### src/hdl/sard_pkg.sv
// shared types, constants and codes for the sensor advert record decoder
package sard_pkg;

    localparam int MAX_RECORD_BYTES_DEF = 24;
    localparam int DECODE_BYTES         = 24;
    localparam int LEN_W                = 6;

    localparam logic [15:0]      COMPANY_CODE = 16'h0702;
    localparam logic [LEN_W-1:0] SHORT_LEN    = LEN_W'(22);
    localparam logic [LEN_W-1:0] LONG_LEN     = LEN_W'(24);
    localparam int               INTEG_BIT    = 5;

    typedef enum logic [2:0] {
        ST_NOT_OURS = 3'd0,
        ST_BAD_LEN  = 3'd1,
        ST_NO_INTEG = 3'd2,
        ST_BAD_TYPE = 3'd3,
        ST_REPEAT   = 3'd4,
        ST_NEW      = 3'd5
    } status_t;

    localparam logic [1:0] KIND_GAS       = 2'd0;
    localparam logic [1:0] KIND_CLIMATE   = 2'd1;
    localparam logic [1:0] KIND_RADIATION = 2'd2;
    localparam logic [1:0] KIND_RADON     = 2'd3;

    typedef logic [DECODE_BYTES-1:0][7:0] rec_t;

    // completed record waiting for decode
    typedef struct packed {
        logic [LEN_W-1:0]  len;
        logic [15:0]       company_id;
        logic [47:0]       sender_address;
        logic signed [7:0] rssi;
    } pend_t;

    typedef struct packed {
        status_t           status;
        logic [1:0]        device_kind;
        logic signed [7:0] rssi_out;
        logic [15:0]       sample_age;
        logic [15:0]       sample_interval;
        logic [7:0]        battery_level;
        logic [31:0]       primary_reading;
        logic [31:0]       secondary_reading;
        logic [15:0]       pressure_raw;
        logic [15:0]       humidity_or_rate;
        logic [1:0]        readings_valid;
    } res_t;

endpackage

### src/hdl/sard_capture.sv
// record byte buffer, byte counter and pending-decode register
module sard_capture #(
    parameter int MAX_RECORD_BYTES = sard_pkg::MAX_RECORD_BYTES_DEF
) (
    input  logic              aclk,
    input  logic              aresetn,
    input  logic              accept,
    input  logic              advance,
    input  logic [7:0]        data_byte,
    input  logic              last_byte,
    input  logic [15:0]       company_id,
    input  logic [47:0]       sender_address,
    input  logic signed [7:0] signal_strength,
    output logic              pend_vld,
    output sard_pkg::pend_t   pend,
    output sard_pkg::rec_t    rec
);
    import sard_pkg::*;

    localparam int CNT_W = $clog2(MAX_RECORD_BYTES + 2);
    localparam int IDX_W = $clog2(MAX_RECORD_BYTES);
    localparam logic [CNT_W-1:0] CNT_LIM = CNT_W'(MAX_RECORD_BYTES);
    localparam logic [CNT_W-1:0] CNT_SAT = CNT_W'(MAX_RECORD_BYTES + 1);

    logic [CNT_W-1:0] count_reg, count_next;
    logic [CNT_W-1:0] count_inc;
    logic [7:0]       buf_reg [MAX_RECORD_BYTES];
    logic             pend_vld_reg, pend_vld_next;
    pend_t            pend_reg;

    // saturating count including the byte being taken
    assign count_inc = (count_reg < CNT_SAT) ? count_reg + CNT_W'(1) : count_reg;

    always_comb begin
        count_next    = count_reg;
        pend_vld_next = pend_vld_reg;
        if (advance) begin
            pend_vld_next = 1'b0;
        end
        if (accept) begin
            count_next = last_byte ? '0 : count_inc;
            if (last_byte) begin
                pend_vld_next = 1'b1;
            end
        end
    end

    always_ff @(posedge aclk) begin
        if (!aresetn) begin
            count_reg    <= '0;
            pend_vld_reg <= 1'b0;
        end else begin
            count_reg    <= count_next;
            pend_vld_reg <= pend_vld_next;
        end
    end

    always_ff @(posedge aclk) begin
        if (accept && count_reg < CNT_LIM) begin
            buf_reg[count_reg[IDX_W-1:0]] <= data_byte;
        end
        if (accept && last_byte) begin
            pend_reg.len            <= LEN_W'(count_inc);
            pend_reg.company_id     <= company_id;
            pend_reg.sender_address <= sender_address;
            pend_reg.rssi           <= signal_strength;
        end
    end

    always_comb begin
        for (int i = 0; i < DECODE_BYTES; i++) begin
            rec[i] = buf_reg[i];
        end
    end

    assign pend_vld = pend_vld_reg;
    assign pend     = pend_reg;

endmodule

### src/hdl/sard_decode.sv
// record checks and field extraction, purely combinational
module sard_decode (
    input  sard_pkg::pend_t pend,
    input  sard_pkg::rec_t  rec,
    input  logic [47:0]     expected_address,
    input  logic [7:0]      last_counter,
    input  logic            counter_seen,
    output sard_pkg::res_t  res,
    output logic [7:0]      counter
);
    import sard_pkg::*;

    logic       long_rec;
    logic [7:0] hdr;
    logic [7:0] kind_byte;

    assign long_rec  = (pend.len == LONG_LEN);
    assign kind_byte = long_rec ? rec[0] : 8'd0;
    assign hdr       = long_rec ? rec[1] : rec[0];
    assign counter   = long_rec ? rec[23] : rec[21];

    always_comb begin
        res = '0;
        if (pend.sender_address != expected_address
                || pend.company_id != COMPANY_CODE) begin
            res.status = ST_NOT_OURS;
        end else if (pend.len != SHORT_LEN && !long_rec) begin
            res.status = ST_BAD_LEN;
        end else if (!hdr[INTEG_BIT]) begin
            res.status = ST_NO_INTEG;
        end else if (long_rec && (kind_byte == 8'd0 || kind_byte > 8'd3)) begin
            res.status = ST_BAD_TYPE;
        end else begin
            res.device_kind = kind_byte[1:0];
            res.rssi_out    = pend.rssi;
            res.sample_age  = long_rec ? {rec[22], rec[21]} : {rec[20], rec[19]};
            if (counter_seen && counter == last_counter) begin
                res.status = ST_REPEAT;
            end else begin
                res.status = ST_NEW;
                res.sample_interval = long_rec ? {rec[20], rec[19]}
                                               : {rec[18], rec[17]};
                res.battery_level = long_rec ? rec[17] : rec[15];
                case (kind_byte[1:0])
                    KIND_GAS: begin
                        res.primary_reading   = {16'd0, rec[9], rec[8]};
                        res.secondary_reading = {16'd0, rec[11], rec[10]};
                        res.pressure_raw      = {rec[13], rec[12]};
                        res.humidity_or_rate  = {8'd0, rec[14]};
                        res.readings_valid    = 2'b11;
                    end
                    KIND_CLIMATE: begin
                        res.secondary_reading = {16'd0, rec[11], rec[10]};
                        res.humidity_or_rate  = {rec[15], rec[14]};
                        res.readings_valid    = 2'b11;
                    end
                    KIND_RADON: begin
                        res.primary_reading   = {16'd0, rec[9], rec[8]};
                        res.secondary_reading = {16'd0, rec[11], rec[10]};
                        res.pressure_raw      = {rec[13], rec[12]};
                        res.humidity_or_rate  = {rec[15], rec[14]};
                        // zero raw value means the sensor has no reading
                        res.readings_valid    = {({rec[15], rec[14]} != 16'd0),
                                                 ({rec[11], rec[10]} != 16'd0)};
                    end
                    default: begin
                        res.primary_reading   = {rec[9], rec[8], rec[7], rec[6]};
                        res.secondary_reading = {rec[13], rec[12], rec[11], rec[10]};
                        res.humidity_or_rate  = {rec[15], rec[14]};
                        res.readings_valid    = 2'b00;
                    end
                endcase
            end
        end
    end

endmodule

### src/hdl/sensor_advert_record_decoder.sv
// top level: sensor advert record decoder with output register and counter state
//
// Takes a manufacturer-data record one byte per transaction on the s_ channel
// and, for every byte flagged s_last_byte, delivers exactly one decoded
// transaction on the m_ channel. Bytes are written into a small register
// buffer as they arrive; the last byte also captures company id, sender
// address and signal strength into a pending register. Once the record is
// pending and the output register is free, one pass of combinational checks
// and field extraction fills the output register, so a result is presented
// on m_ after the pending and output registers. Throughput is one byte per
// cycle while s_ready is high. While a decoded result is held in the output
// register and another completed record is waiting behind it, s_ready drops,
// because the next byte would overwrite the buffer the waiting record still
// needs. The measurement counter of the last new result is kept so a
// repeated broadcast is reported as a repeat with only device kind, age and
// signal strength. Records longer than MAX_RECORD_BYTES are not stored past
// that point and fail the length check. cfg_wr_data is the accepted sender
// address; write it only while the block is idle.
module sensor_advert_record_decoder #(
    parameter int MAX_RECORD_BYTES = sard_pkg::MAX_RECORD_BYTES_DEF
) (
    input  logic              aclk,
    input  logic              aresetn,
    // configuration
    input  logic              cfg_wr_en,
    input  logic [47:0]       cfg_wr_data,
    // record byte stream
    input  logic              s_valid,
    output logic              s_ready,
    input  logic [7:0]        s_data_byte,
    input  logic              s_last_byte,
    input  logic [15:0]       s_company_id,
    input  logic [47:0]       s_sender_address,
    input  logic signed [7:0] s_signal_strength,
    // decoded results
    output logic              m_valid,
    input  logic              m_ready,
    output logic [2:0]        m_status,
    output logic [1:0]        m_device_kind,
    output logic signed [7:0] m_rssi_out,
    output logic [15:0]       m_sample_age,
    output logic [15:0]       m_sample_interval,
    output logic [7:0]        m_battery_level,
    output logic [31:0]       m_primary_reading,
    output logic [31:0]       m_secondary_reading,
    output logic [15:0]       m_pressure_raw,
    output logic [15:0]       m_humidity_or_rate,
    output logic [1:0]        m_readings_valid
);
    import sard_pkg::*;

    logic [47:0] exp_addr_reg;
    logic [7:0]  last_counter_reg, last_counter_next;
    logic        counter_seen_reg, counter_seen_next;
    logic        m_valid_reg, m_valid_next;
    res_t        res_reg;

    logic  s_accept;
    logic  out_free;
    logic  fire;
    logic  pend_vld;
    pend_t pend;
    rec_t  rec;
    res_t  dec_res;
    logic [7:0] dec_counter;

    // output register can take a new result this cycle
    assign out_free = !m_valid_reg || m_ready;
    // pending record moves into the output register
    assign fire     = pend_vld && out_free;
    // hold off bytes only when a finished record is stuck behind a full output
    assign s_ready  = !pend_vld || out_free;
    assign s_accept = s_valid && s_ready;

    sard_capture #(
        .MAX_RECORD_BYTES(MAX_RECORD_BYTES)
    ) u_capture (
        .aclk            (aclk),
        .aresetn         (aresetn),
        .accept          (s_accept),
        .advance         (fire),
        .data_byte       (s_data_byte),
        .last_byte       (s_last_byte),
        .company_id      (s_company_id),
        .sender_address  (s_sender_address),
        .signal_strength (s_signal_strength),
        .pend_vld        (pend_vld),
        .pend            (pend),
        .rec             (rec)
    );

    sard_decode u_decode (
        .pend             (pend),
        .rec              (rec),
        .expected_address (exp_addr_reg),
        .last_counter     (last_counter_reg),
        .counter_seen     (counter_seen_reg),
        .res              (dec_res),
        .counter          (dec_counter)
    );

    // counter state follows new measurements only
    always_comb begin
        last_counter_next = last_counter_reg;
        counter_seen_next = counter_seen_reg;
        m_valid_next      = m_valid_reg;
        if (m_valid_reg && m_ready) begin
            m_valid_next = 1'b0;
        end
        if (fire) begin
            m_valid_next = 1'b1;
            if (dec_res.status == ST_NEW) begin
                last_counter_next = dec_counter;
                counter_seen_next = 1'b1;
            end
        end
    end

    always_ff @(posedge aclk) begin
        if (!aresetn) begin
            exp_addr_reg     <= '0;
            last_counter_reg <= '0;
            counter_seen_reg <= 1'b0;
            m_valid_reg      <= 1'b0;
        end else begin
            if (cfg_wr_en) begin
                exp_addr_reg <= cfg_wr_data;
            end
            last_counter_reg <= last_counter_next;
            counter_seen_reg <= counter_seen_next;
            m_valid_reg      <= m_valid_next;
        end
    end

    // result payload, loaded on each decode
    always_ff @(posedge aclk) begin
        if (fire) begin
            res_reg <= dec_res;
        end
    end

    assign m_valid             = m_valid_reg;
    assign m_status            = res_reg.status;
    assign m_device_kind       = res_reg.device_kind;
    assign m_rssi_out          = res_reg.rssi_out;
    assign m_sample_age        = res_reg.sample_age;
    assign m_sample_interval   = res_reg.sample_interval;
    assign m_battery_level     = res_reg.battery_level;
    assign m_primary_reading   = res_reg.primary_reading;
    assign m_secondary_reading = res_reg.secondary_reading;
    assign m_pressure_raw      = res_reg.pressure_raw;
    assign m_humidity_or_rate  = res_reg.humidity_or_rate;
    assign m_readings_valid    = res_reg.readings_valid;

    // input stalls only behind a blocked output register
    a_stall_cause: assert property (@(posedge aclk) disable iff (!aresetn)
        !s_ready |-> (pend_vld && m_valid_reg && !m_ready))
        else $error("input stalled without a blocked result");

    // interval and battery are only reported on a new measurement
    a_new_only: assert property (@(posedge aclk) disable iff (!aresetn)
        (m_valid && m_status != ST_NEW) |->
            (m_sample_interval == 16'd0 && m_battery_level == 8'd0))
        else $error("interval or battery set on a non-new result");

    // counter state is armed only by a new measurement leaving decode
    a_seen_rise: assert property (@(posedge aclk) disable iff (!aresetn)
        $rose(counter_seen_reg) |-> $past(fire && dec_res.status == ST_NEW))
        else $error("counter seen set without a new result");

    // a decode always produces a result in the next cycle
    a_fire_out: assert property (@(posedge aclk) disable iff (!aresetn)
        fire |=> m_valid_reg)
        else $error("decoded record lost");

endmodule
### config.mk
export PLATFORM = sky130hd
export DESIGN_NAME = sensor_advert_record_decoder
export DESIGN_NICKNAME = d
export VERILOG_FILES = /design/src/hdl/sard_pkg.sv /design/src/hdl/sard_capture.sv /design/src/hdl/sard_decode.sv /design/src/hdl/sensor_advert_record_decoder.sv
export SDC_FILE = /design/constraint.sdc
export NUM_CORES = 1
export LEC_CHECK = 0
export BUFFER_PORTS_ARGS = -buffer_cell sky130_fd_sc_hd__buf_2
export CAP_MARGIN = 10
export CORE_UTILIZATION = 50
export CTS_BUF_LIST = sky130_fd_sc_hd__clkbuf_4
export DETAILED_ROUTE_END_ITERATION = 12
export PLACE_DENSITY = 0.75
export SYNTH_ARGS = -nofsm -noshare
export SYNTH_HDL_FRONTEND = slang
export SYNTH_SLANG_ARGS = --single-unit
### constraint.sdc
create_clock -name aclk -period 5.7 [get_ports aclk]
set_input_delay 0.57 -clock aclk [delete_from_list [all_inputs] [get_ports aclk]]
set_output_delay 0.57 -clock aclk [all_outputs]
set_load 0.01 [all_outputs]
==> impl_metrics.json <==
{
  "min_from": "cfg_wr_data[37]",
  "rows": 65,
  "synthArstFlopShare_pct": 0,
  "die_h_um": 182.9,
  "h-tree-depth": 3,
  "slowest_delay_ps": 590,
  "synth_top_family_by_area": "simple AND/OR/NAND/NOR gates",
  "overflow": 0,
  "ir_drop_mv": 0.2146,
  "clock_skew_ps": 56.44,
  "syn_area_um2": 16360,
  "fin_crit_sh_pct": 71.54,
  "synth_seq_cells": 437,
  "power_density_nw_per_um2": 313.4,
  "post-place-cells": 1759,
  "yosysUniqueCellTypes": 51,
  "antenna_found_initial": 4,
  "synth_compound_gate_area_share_pct": 4.076,
  "path_cells": "or3b_1 > nor2_2 > nand2_1 > ha_1 > nor4_1 > nand3_1 > nand2_1 > nand3_2 > inv_2 > and2_4 > and3_1",
  "holdWs_ps": 76.32,
  "setup.worst_path.end_class": "register",
  "yosysWarnings": 0,
  "fillers": 2292,
  "worst_pin_slew_ps": 1164,
  "layout_commonest_cell": "edfxtp_1",
  "drive_above_1_share_pct": 28.94,
  "power_w": 0.006430,
  "max_freq_mhz": 245.2,
  "dp_hpwl_um": 22990,
  "syn2layout_area_growth_pct": 25.37,
  "path_common_cell": "nand2_1",
  "cp_slowest_cell": "inv_2",
  "status": "finished, final reports clean",
  "cts_resized": 0,
  "avgSynthCellArea_um2": 15.08,
  "clk_pin_slew_ps": 70,
  "vias": 10770,
  "max-slew-margin-rel_pct": 22.41,
  "cts_tree": "built",
  "synthAdderAreaFrac_pct": 0.6117,
  "cp.required_ps": 6310,
  "slew_viol_final": 0,
  "cp-startpoint": "u_capture.pend[73]$_DFFE_PP_",
  "synth-main-ff-cell": "edfxtp_1",
  "viasPerCell": 5.271,
  "synth_mux_area_share_pct": 3.242,
  "crit_path_start_kind": "register",
  "clockBufferDepth": 3,
  "worstHoldPathType": "input pin to register",
  "wl_per_cell_um": 19.03,
  "synth_edf_count": 373,
  "die_x_um": 182.9,
  "clock_latency_ps": 760,
  "synth_xor_area_share_pct": 2.890,
  "cts-buffers-inserted": 107,
  "r2r_start": "u_capture.pend[73]$_DFFE_PP_",
  "cp_num_buf_inv": 1,
  "final_nets": 1670,
  "max_cap_viol_count": 0,
  "grt_max_degree": 169,
  "largest_register_ffs": 145,
  "numClockSinks": 437,
  "dr.pass1.iters": 5,
  "fp.coreArea_um2": 31880,
  "io_pins": 287,
  "arrival_ps": 4690,
  "fp.dieArea_um2": 33450,
  "setup-tns-final_ps": 0,
  "hold_violations": 0,
  "drt.antenna.violating_nets": 0,
  "cp_max_fo": 56,
  "postSynthCellCount": 1085,
  "drtIter0Drc": 839,
  "post-route-min-period_ps": 4078,
  "synth.net_count": 1227,
  "grt_pass1_wl_um": 59000,
  "path_delay_family": "simple AND/OR/NAND/NOR gates",
  "finalSetupViolCount": 0,
  "ys_seq_area_share_pct": 76.28,
  "root_buffer": "clkbuf_4",
  "pre_cts_slack_ps": 1660,
  "rsz0062_at_grt": "false",
  "place_congestion": 0.8637,
  "layout_common_cells": "edfxtp_1, buf_2, clkbuf_4, nand2_1",
  "post-cts-setup-buffer-count": 0,
  "path_class": "register to register",
  "initial_core_util_pct": 51.33,
  "drc": 0,
  "drt_wl_total_um": 38870,
  "port_buffers": 286,
  "final-instance-count-excl-fill": 2043,
  "grt_pass1_vias": 10900,
  "synthSimpleGateAreaFrac_pct": 10.90,
  "hold_buffers": 95,
  "power_leakage_nw": 8.736,
  "setup_slack_ps": 1622,
  "grtUsageTotal_pct": 23.38
}
[logic make-up after synthesis]
kind of cell    Yosys count
xor+xnor                 54
buf+inv                  75
mux                      53
compound gates          101
simple gates            357
flops                   437
fa+ha+maj                 8
[cells in the mapped netlist, types with 4 or more instances]
master | count | area, um2
nor3b_1 | 9 | 67.56
nand3_1 | 6 | 30.03
nand2b_1 | 8 | 50.05
dfxtp_1 | 64 | 1281
inv_1 | 18 | 67.56
a211oi_1 | 8 | 60.06
a31oi_1 | 10 | 62.56
and3_1 | 80 | 500.5
nor2b_1 | 4 | 25.02
nand4_1 | 5 | 31.28
edfxtp_1 | 373 | 11200
ha_1 | 8 | 100.1
buf_2 | 9 | 45.04
clkbuf_1 | 38 | 142.6
mux2i_1 | 53 | 530.5
a21oi_1 | 46 | 230.2
a311oi_1 | 4 | 35.03
nor4_1 | 24 | 150.1
and2_1 | 9 | 56.30
nand2_1 | 102 | 382.9
xor2_1 | 51 | 446.7
nor2_1 | 96 | 360.4
a22oi_1 | 19 | 142.6
buf_6 | 4 | 45.04
[worst paths after layout]
path	end	slack, ps	depth (start not counted)
setup / recovery	m_secondary_reading[20]$_SDFFCE_PP0P_	1620	11
hold / removal	exp_addr_reg[37]$_SDFFE_PN0P_	80	3
setup reg to reg	m_secondary_reading[20]$_SDFFCE_PP0P_	1620	11
hold reg to reg	m_valid$_SDFFE_PN0P_	510	2
[layout make-up]
cell class | instances | area, um2 | share of cell area, %
Timing Repair Buffer | 389 | 2455 | 11.97
Clock buffer | 153 | 1149 | 5.599
Tap cell | 435 | 544.3 | 2.653
Inverter | 20 | 76.32 | 0.3720
Multi-Input combinational cell | 573 | 3565 | 17.38
Sequential cell | 437 | 12480 | 60.84
Antenna cell | 1 | 2.502 | 0.01220
Clock inverter | 35 | 241.5 | 1.177
[per-stage QoR]
stage / cell area, um2 / utilization (%)
after global routing: 20510 / 64.35
after detailed placement: 18170 / 57.00
after CTS: 20510 / 64.34
final: 20510 / 64.35
after floorplan: 16360 / -
after global placement: 18170 / 57.00
[power breakdown]
part	internal [W]	switching (W)
combinational	0.000122	0.000143
sequential	0.00352	0.0000293
clock	0.00141	0.00121
[worst register-to-register path: stages, from the launching register on]
cell and delay, ps:
edfxtp_1 380, or3b_1 440, nor2_2 280, nand2_1 250, ha_1 260, nor4_1 340, nand3_1 130, nand2_1 130
nand3_2 310, inv_2 590, and2_4 580, and3_1 280
[per-layer routing]
layer | up-vias | track usage, % | part of all wire (%)
met5 | - | 0 | 0.087
met3 | 83 | 6.692 | 8.7
met1 | 5187 | 28.75 | 39
met2 | 523 | 38.24 | 49
li1 | 4969 | - | -
met4 | 6 | 11.13 | 3.1
Note: power is estimated with default switching activity, not from simulation.
